[src/kfphc_pkg.sv]
// ----------------------------------------------------------------------------
// kfphc_pkg: shared types and constants for the key frame hold counter
// Character codes, payload words and the control bundle sent to the key cells.
// ----------------------------------------------------------------------------
package kfphc_pkg;

  localparam logic [7:0] CharNewline = 8'h0A;
  localparam logic [7:0] CharZero    = 8'h30;
  localparam logic [7:0] CharOne     = 8'h31;

  localparam int unsigned CharW  = 8;
  localparam int unsigned QueryW = 6;
  localparam int unsigned HoldW  = 32;

  typedef struct packed {
    logic [CharW-1:0]  char_in;
    logic [QueryW-1:0] query_index;
  } kfphc_in_t;

  typedef struct packed {
    logic [HoldW-1:0] hold_frames;
    logic             frame_committed;
  } kfphc_out_t;

  // Broadcast to every cell for one accepted word
  typedef struct packed {
    logic key_we;   // a '0' or '1' arrived while the frame is not full
    logic key_val;  // pressed
    logic restart;  // newline: return the write token to the first cell
    logic commit;   // newline that closes a full frame
  } kfphc_ctrl_t;

endpackage

[src/key_frame_parser_hold_counter.sv]
// ----------------------------------------------------------------------------
// key_frame_parser_hold_counter: key frame parser with per-key hold counters
// Stores '0'/'1' characters into consecutive key slots and, on a newline that
// closes a full frame, advances or clears every key's hold counter.
// ----------------------------------------------------------------------------
// Takes one character word per clock while in_stall_o is low, with no gaps
// needed between words. Each accepted word yields exactly one registered result
// word: the queried key's hold count after that character has been applied, plus
// a flag that is set when the character was a newline ending a complete frame.
// The key slots are a row of NUM_KEYS cells; a write token walks along the row
// as key characters arrive and all counters update together on a committing
// newline. A two-entry output stage lets input keep flowing while the consumer
// holds off; in_stall_o rises only once both entries are occupied.
module key_frame_parser_hold_counter #(
  parameter int unsigned NUM_KEYS    = 32,
  parameter int unsigned COUNT_WIDTH = 32
) (
  input  logic                    clk_i,
  input  logic                    rst_ni,
  input  logic                    in_valid_i,
  output logic                    in_stall_o,
  input  kfphc_pkg::kfphc_in_t    in_data_i,
  output logic                    out_valid_o,
  input  logic                    out_stall_i,
  output kfphc_pkg::kfphc_out_t   out_data_o
);
  import kfphc_pkg::*;

  logic                   in_accept;
  logic                   is_key, is_newline;
  kfphc_ctrl_t            ctrl;
  logic [NUM_KEYS-1:0]    tok_chain;
  logic [COUNT_WIDTH-1:0] count_d [NUM_KEYS];
  logic [COUNT_WIDTH-1:0] query_count;
  logic                   full_q, full_d;
  kfphc_out_t             result;

  kfphc_out_t out_q, out_d, skid_q, skid_d;
  logic       out_valid_q, out_valid_d, skid_valid_q, skid_valid_d;
  logic       out_take;

  assign in_stall_o = skid_valid_q;
  assign in_accept  = in_valid_i && !skid_valid_q;

  assign is_newline = (in_data_i.char_in == CharNewline);
  assign is_key     = (in_data_i.char_in == CharZero) || (in_data_i.char_in == CharOne);

  always_comb begin
    ctrl.key_we  = in_accept && is_key && !full_q;
    ctrl.key_val = (in_data_i.char_in == CharOne);
    ctrl.restart = in_accept && is_newline;
    ctrl.commit  = in_accept && is_newline && full_q;
  end

  // Frame is full once the token has left the last cell
  always_comb begin
    full_d = full_q;
    if (ctrl.restart) begin
      full_d = 1'b0;
    end else if (ctrl.key_we && tok_chain[NUM_KEYS-1]) begin
      full_d = 1'b1;
    end
  end

  for (genvar i = 0; i < NUM_KEYS; i++) begin : g_cell
    kfphc_cell #(
      .IS_FIRST    (i == 0),
      .COUNT_WIDTH (COUNT_WIDTH)
    ) u_cell (
      .clk_i     (clk_i),
      .rst_ni    (rst_ni),
      .ctrl_i    (ctrl),
      .tok_i     ((i == 0) ? 1'b0 : tok_chain[(i == 0) ? 0 : i-1]),
      .tok_o     (tok_chain[i]),
      .count_d_o (count_d[i])
    );
  end

  // Select the queried key's updated count; out-of-range queries read zero
  always_comb begin
    query_count = '0;
    for (int i = 0; i < NUM_KEYS; i++) begin
      if (in_data_i.query_index == QueryW'(i)) begin
        query_count = count_d[i];
      end
    end
  end

  always_comb begin
    result.hold_frames     = HoldW'(query_count);
    result.frame_committed = ctrl.commit;
  end

  assign out_take = out_valid_q && !out_stall_i;

  always_comb begin
    out_d        = out_q;
    out_valid_d  = out_valid_q;
    skid_d       = skid_q;
    skid_valid_d = skid_valid_q;
    if (!out_valid_q || out_take) begin
      if (skid_valid_q) begin
        out_d        = skid_q;
        out_valid_d  = 1'b1;
        skid_valid_d = 1'b0;
      end else if (in_accept) begin
        out_d       = result;
        out_valid_d = 1'b1;
      end else begin
        out_valid_d = 1'b0;
      end
    end else if (in_accept) begin
      // hold the new word while the output stays stalled
      skid_d       = result;
      skid_valid_d = 1'b1;
    end
  end

  always_ff @(posedge clk_i or negedge rst_ni) begin
    if (!rst_ni) begin
      full_q       <= 1'b0;
      out_valid_q  <= 1'b0;
      skid_valid_q <= 1'b0;
    end else begin
      full_q       <= full_d;
      out_valid_q  <= out_valid_d;
      skid_valid_q <= skid_valid_d;
    end
  end

  always_ff @(posedge clk_i) begin
    out_q  <= out_d;
    skid_q <= skid_d;
  end

  assign out_valid_o = out_valid_q;
  assign out_data_o  = out_q;

`ifndef SYNTH
  a_token_single: assert property (@(posedge clk_i) disable iff (!rst_ni)
    $onehot0(tok_chain))
    else $error("more than one cell holds the write token");

  a_full_no_token: assert property (@(posedge clk_i) disable iff (!rst_ni)
    full_q |-> (tok_chain == '0))
    else $error("frame full while a cell still holds the write token");

  a_newline_restart: assert property (@(posedge clk_i) disable iff (!rst_ni)
    ctrl.restart |=> (tok_chain[0] && !full_q))
    else $error("newline did not return the token to the first cell");

  a_skid_order: assert property (@(posedge clk_i) disable iff (!rst_ni)
    skid_valid_q |-> out_valid_q)
    else $error("skid entry occupied while the output register is empty");
`endif

endmodule

[src/kfphc_cell.sv]
// ----------------------------------------------------------------------------
// kfphc_cell: one key slot of the frame parser
// Holds a key state, its hold counter and the write token, which moves on to
// the next cell each time a key character is stored.
// ----------------------------------------------------------------------------
module kfphc_cell #(
  parameter bit          IS_FIRST    = 1'b0,
  parameter int unsigned COUNT_WIDTH = 32
) (
  input  logic                     clk_i,
  input  logic                     rst_ni,
  input  kfphc_pkg::kfphc_ctrl_t   ctrl_i,
  input  logic                     tok_i,
  output logic                     tok_o,
  output logic [COUNT_WIDTH-1:0]   count_d_o
);
  import kfphc_pkg::*;

  logic                   tok_q, tok_d;
  logic                   key_q, key_d;
  logic [COUNT_WIDTH-1:0] count_q, count_d;

  always_comb begin
    tok_d = tok_q;
    key_d = key_q;
    count_d = count_q;
    if (ctrl_i.restart) begin
      tok_d = IS_FIRST;
    end else if (ctrl_i.key_we) begin
      tok_d = tok_i;
    end
    if (ctrl_i.key_we && tok_q) begin
      key_d = ctrl_i.key_val;
    end
    if (ctrl_i.commit) begin
      if (!key_q) begin
        count_d = '0;
      end else if (!(&count_q)) begin
        count_d = count_q + COUNT_WIDTH'(1);
      end
    end
  end

  always_ff @(posedge clk_i or negedge rst_ni) begin
    if (!rst_ni) begin
      tok_q   <= IS_FIRST;
      key_q   <= 1'b0;
      count_q <= '0;
    end else begin
      tok_q   <= tok_d;
      key_q   <= key_d;
      count_q <= count_d;
    end
  end

  assign tok_o     = tok_q;
  assign count_d_o = count_d;

endmodule

[config.mk]
export PLATFORM = sky130hd
export DESIGN_NAME = key_frame_parser_hold_counter
export DESIGN_NICKNAME = d
export VERILOG_FILES = /design/src/kfphc_pkg.sv /design/src/key_frame_parser_hold_counter.sv /design/src/kfphc_cell.sv
export SDC_FILE = /design/constraint.sdc
export NUM_CORES = 2
export LEC_CHECK = 0
export CORE_MARGIN = 3
export CORE_UTILIZATION = 40
export CTS_CLUSTER_DIAMETER = 100
export DETAILED_ROUTE_END_ITERATION = 10
export DONT_BUFFER_PORTS = 1
export HOLD_SLACK_MARGIN = 0.02
export PLACE_DENSITY = 0.54
export REMOVE_ABC_BUFFERS = 1
export SLEW_MARGIN = 20
export SYNTH_ARGS = -nofsm -noshare
export SYNTH_HDL_FRONTEND = slang
export SYNTH_HIERARCHICAL = 1
export SYNTH_SLANG_ARGS = --single-unit
[constraint.sdc]
create_clock -name clk_i -period 10.9 [get_ports clk_i]
set_clock_uncertainty 0.1 [all_clocks]
set_input_delay 2.18 -clock clk_i [delete_from_list [all_inputs] [get_ports clk_i]]
set_output_delay 2.18 -clock clk_i [all_outputs]
set_load 0.01 [all_outputs]
# After elaboration in Yosys (flattened, before gate mapping)
# Cells that the tools add are included.
# Widths: inputs -> output; s select.
[op_classes]
mux = 200
n_addsub = 32
n_eq_ne = 34
n_reduce_logical = 83
bitwise = 1
[ops]
columns = ["cell", "count"]
rows = [
  ["$mux 32", 128],
  ["$add 32x1->32 const B", 32],
  ["$reduce_and 32->1", 32],
  ["$eq 6x5->1 const B", 16],
  ["$mux 1", 70],
  ["$mux 33", 2],
  ["$eq 6x4->1 const B", 8],
  ["$logic_and 1x1->1", 38],
  ["$eq 6x3->1 const B", 4],
  ["$eq 8x6->1 const B", 2],
  ["$eq 6x2->1 const B", 2],
  ["$eq 8x4->1 const B", 1],
  ["$reduce_bool 2->1", 4],
  ["$eq 6x1->1 const B", 1],
  ["$logic_not 6->1", 1],
  ["$logic_not 1->1", 4],
  ["$reduce_and 2->1", 2],
  ["$logic_or 1x1->1", 2],
  ["$not 1->1", 1],
]
[word_totals]
input_bits = 18
regBits = 1157
wordCells = 453
output_inout_bits = 35

# Logic depth before layout (Yosys ltp)
[depth]
ltp_word = 39
depth_mapped = 19
ltp_nobuf = 16

# Modules after synthesis
# Netlist, hierarchy kept.
[modules_own_cells]
columns = ["module", "area_per_inst_um2", "seq_area_each_um2", "cells_per_inst", "instances"]
rows = [
  ["kfphc_cell (g_cell[10].u_cell ...)", 2001.9, 850.8, 219, 28],
  ["key_frame_parser_hold_counter", 13700.6, 2057.0, 1804, 1],
  ["kfphc_cell (g_cell[7].u_cell ...)", 2137.0, 850.8, 232, 2],
  ["kfphc_cell (g_cell[9].u_cell)", 2010.7, 850.8, 222, 1],
  ["kfphc_cell (g_cell[0].u_cell)", 2004.4, 852.1, 219, 1],
]

# Worst setup path before layout
# OpenSTA, ideal clock, no wires.
[synth_path]
path_type = "input -> register"
from = "in in_data_i[8] in the netlist's numbering"
to = "reg out_q, in the netlist out_data_o[18] (data pin)"
arrival_time_ps = 10175
n_path_buf = 0
stages = 14
setup_slack_ps = 366
setup_time_ps = 260
required_ps = 10540
cell_sequence = "or3_1 -> nor4_1 -> and2_1 -> clkinv_1 -> a31o_2 -> o311ai_0 -> o41ai_1 -> mux4_2 -> and2_1 -> o2111a_1 -> o221ai_1 -> a211oi_1 -> o22a_1 -> mux2_2"
[synth_lines]
columns = ["element", "line_no", "source"]
rows = [
  ["start: declaration", "key_frame_parser_hold_counter.sv:22", "input kfphc_pkg::kfphc_in_t in_data_i,"],
  ["end signal: assignment", "key_frame_parser_hold_counter.sv:132", "out_q <= out_d;"],
  ["end: declaration", "key_frame_parser_hold_counter.sv:38", "kfphc_out_t out_q, out_d, skid_q, skid_d;"],
]

==> impl_metrics.tcl <==
set metrics [dict create \
    wl_met2_mm 145 \
    rows 161 \
    cpPeakStageDelay_ns 0.86 \
    path_clk_slew_ns 0.06 \
    drt_iter0_drc 10500 \
    first_global_vias 71000 \
    portBuffers 0 \
    drv_cap 0 \
    start_util_pct 40.4 \
    setup_viol 0 \
    hp-class "flip-flop to flip-flop" \
    synth-seq-cells 1157 \
    drc 0 \
    p_switching_mw 2.48 \
    yosysSeqAreaShare_pct 37.5 \
    critPathBufInv 3 \
    comb_power_share_pct 4.2 \
    coreArea_sq_mm 0.193 \
    h-tree-depth 4 \
    grt_max_degree 308 \
    grt_pass1_wl_mm 508 \
    clockRootBuffer "clkbuf_16" \
    path_cells "nand2_1 -> or3_1 -> nor4_2 -> and2_4 -> buf_4 -> buf_4 -> clkinv_1 -> nor2_2 -> a21oi_1 -> nand2_1 -> a2111oi_0 -> a221oi_1 -> o21ai_0 -> o21ai_1 -> a31oi_1 -> mux2_2" \
    worstPathMaxFanout 32 \
    syn_to_final_growth_pct 8.08 \
    tightestPinTransition_ns 1.34 \
    final_util_pct 43.7 \
    via_per_inst 6.92 \
    wl_mm 351 \
    grt.total_usage_pct 34.1 \
    crit_type "primary input to flip-flop" \
    place_congestion 1.03 \
    numClockSinks 1157 \
    yosys.area.top_type_share_pct 34.9 \
    hpwl_mm 257 \
    cts_tree "done" \
    antenna_found_initial 37 \
    route.met3.wl_mm 37.6 \
    hold_violations 0 \
    p_int_mw 7.65 \
    post_cts_buffers 0 \
    yosysMostFrequentCell "dfrtp_1" \
    status "complete, no violations" \
    ys.flop_type "dfrtp_1" \
    cts-resized-gates 0 \
    ys_async_sr_fraction_pct 94.3 \
    drive_above_1_share_pct 10.7 \
    slew_viol_final 0 \
    pwr-share-clk_pct 52.4 \
    clk_latency_ns 0.85 \
    period_share_pct 71.5 \
    startpoint_type "primary input" \
    yosys.area.top_type "dfrtp_1" \
    layout.nets 8659 \
    critPathSlowestCell "nor2_2" \
    required_ns 11.40 \
    die_x_um 448 \
    ant_nets 0 \
    clockBufferDepth 3 \
    fp.dieArea_sq_mm 0.200 \
    synth_edf_count 66 \
    synth.distinct_cells 113 \
    whs_ns 0.425 \
    overflow 0 \
    yosysWarnings 6 \
    p_leak_nw 32.3 \
    end_kind "flip-flop" \
    fin_crit_ns 7.80 \
    maxSlewHeadroom_pct 10.3 \
    synthTopCellsByArea "dfrtp_1, nand2_1, nand3_1" \
    dieHeight_um 448 \
    wire_per_inst_um 31.1 \
    cts_buffers 148 \
    synth.avg_cell_area_sq_um 8.83 \
    ir_drop_uv 174 \
    fmax_ghz 0.128 \
    wl_met1_mm 147 \
    drt-pass1-iter-count 9 \
    netlist_instances 8841 \
    io_pins 53 \
    routed.top_layer "met5" \
    seqPwrFrac_pct 43.4 \
    synth_commonest_cells "dfrtp_1, nand2_1, nand3_1, a21oi_1, nor2_1" \
    cp_data_arrival_time_ns 8.30 \
    powerDensity_mw_per_mm2 120 \
    p_total_mw 10.1 \
    cts_hold_buf 0 \
    critical_path.top_delay_family "simple AND/OR/NAND/NOR gates" \
    rsz0062_at_grt "no" \
    syn_area_sq_mm 0.0780 \
    via_count 78000 \
    netSwitchingFraction_pct 24.5 \
]
final timing paths:
check	cells past startpoint	slack [ns]	start	end
max reg2reg	17	3.98	in_stall_o$_DFFE_PN0P_	out_data_o[27]$_DFFE_PP_
min in group asynchronous	0	0.99	rst_ni	g_cell[12].u_cell/count_q[18]$_DFF_PN0_
min reg2reg	1	0.42	skid_q[0]$_DFFE_PP_	out_data_o[0]$_DFFE_PP_
max	16	3.10	in_valid_i	out_data_o[27]$_DFFE_PP_
min	1	0.42	skid_q[0]$_DFFE_PP_	out_data_o[0]$_DFFE_PP_
max in group asynchronous	4	7.41	rst_ni	g_cell[16].u_cell/count_q[21]$_DFF_PN0_
worst reg2reg max path: stages, from the launching register on:
cell       delay [ns]
dfrtp_1          0.38
inv_2            0.06
nand2_1          0.12
or3_1            0.35
nor4_2           0.30
and2_4           0.72
buf_4            0.47
buf_4            0.46
clkinv_1         0.43
nor2_2           0.86
a21oi_1          0.21
nand2_1          0.13
a2111oi_0        0.22
a221oi_1         0.48
o21ai_0          0.31
o21ai_1          0.54
a31oi_1          0.21
mux2_2           0.30
placed cells by master, fill, tap and decap left out, types with 44 or more instances in the layout:
cell,synthesis,routed
nor2b_1,58,56
o41ai_1,93,90
inv_1,81,79
dfrtp_1,1090,1090
nand2b_1,146,145
clkbuf_16,0,152
edfxtp_1,66,66
or3_2,60,60
a22oi_1,70,70
nand2_1,937,936
nor2_1,437,433
xnor2_1,126,126
nor3_1,125,125
o211ai_1,149,149
nor4_1,51,48
a221oi_1,44,44
a31oi_1,218,217
and4_1,153,153
nand3_1,671,671
a21o_1,77,77
buf_4,44,150
mux2i_1,165,165
or4_1,322,322
mux2_2,114,114
nand4_1,176,176
a21oi_1,643,642
o221ai_1,55,55
o21ai_0,404,402
and3_1,137,137
and2_1,133,130
o31ai_1,228,228
o22ai_1,76,76
o311ai_0,94,94
a211oi_1,116,114
or3_1,220,220
registers in the layout, indices dropped and copies added, names as in the netlist:
| register | cells |
|---|---|
| out_data_o | 33 |
| full_q | 1 |
| g_cell.u_cell/tok_o | 32 |
| in_stall_o | 1 |
| g_cell.u_cell/count_q | 1024 |
| out_valid_o | 1 |
| skid_q | 33 |
| g_cell.u_cell/key_q | 32 |
cells by family after synthesis:
group | Yosys count | synth area share [%]
other | 1 | 0.00481
buffers and inverters | 656 | 5.21
muxes | 315 | 4.80
xor gates and xnor gates | 127 | 1.43
and+or+nand+nor | 3873 | 27.3
AOI/OAI and AO/OA | 2680 | 23.2
DFF | 1157 | 37.5
adders and majority gates | 32 | 0.513
power groups by stage:
stage | logic [mW] | registers [mW] | clock network (mW)
after global placement | 0.402 | 4.47 | 0
after global routing | 0.436 | 4.39 | 5.57
after CTS | 0.406 | 4.39 | 5.40
after detailed placement | 0.405 | 4.47 | 0
final | 0.424 | 4.39 | 5.31
after floorplan | 0.156 | 4.46 | 0
cell type report:
class | instances | area [sq um]
clock inverters | 60 | 808
multi-input cells | 7028 | 44800
repair buffers | 163 | 1450
fillers | 18900 | 109000
flip-flops and latches | 1157 | 29300
well taps | 2526 | 3160
diodes | 11 | 27.5
clock buffers | 210 | 4370
inverters | 111 | 419
through the flow:
stage                     instances  worst slack (ns)  instance area [sq um]  setup TNS, ns
after floorplan                8296             -5.69                  74400       -3933.46
after global placement        11000              2.42                  79000              0
after detailed placement      11000              2.55                  79000              0
after CTS                     11300              3.42                  84200              0
after global routing          11300              3.12                  84300              0
final                         11300              3.10                  84400              0
layer usage:
metal	GRT usage (%)	vias to the layer above
met4	17.3	18
li1	-	34100
met2	48.5	4237
met3	9.50	750
met1	47.2	38900
met5	0	-
Power figures use the tool's default switching activity.
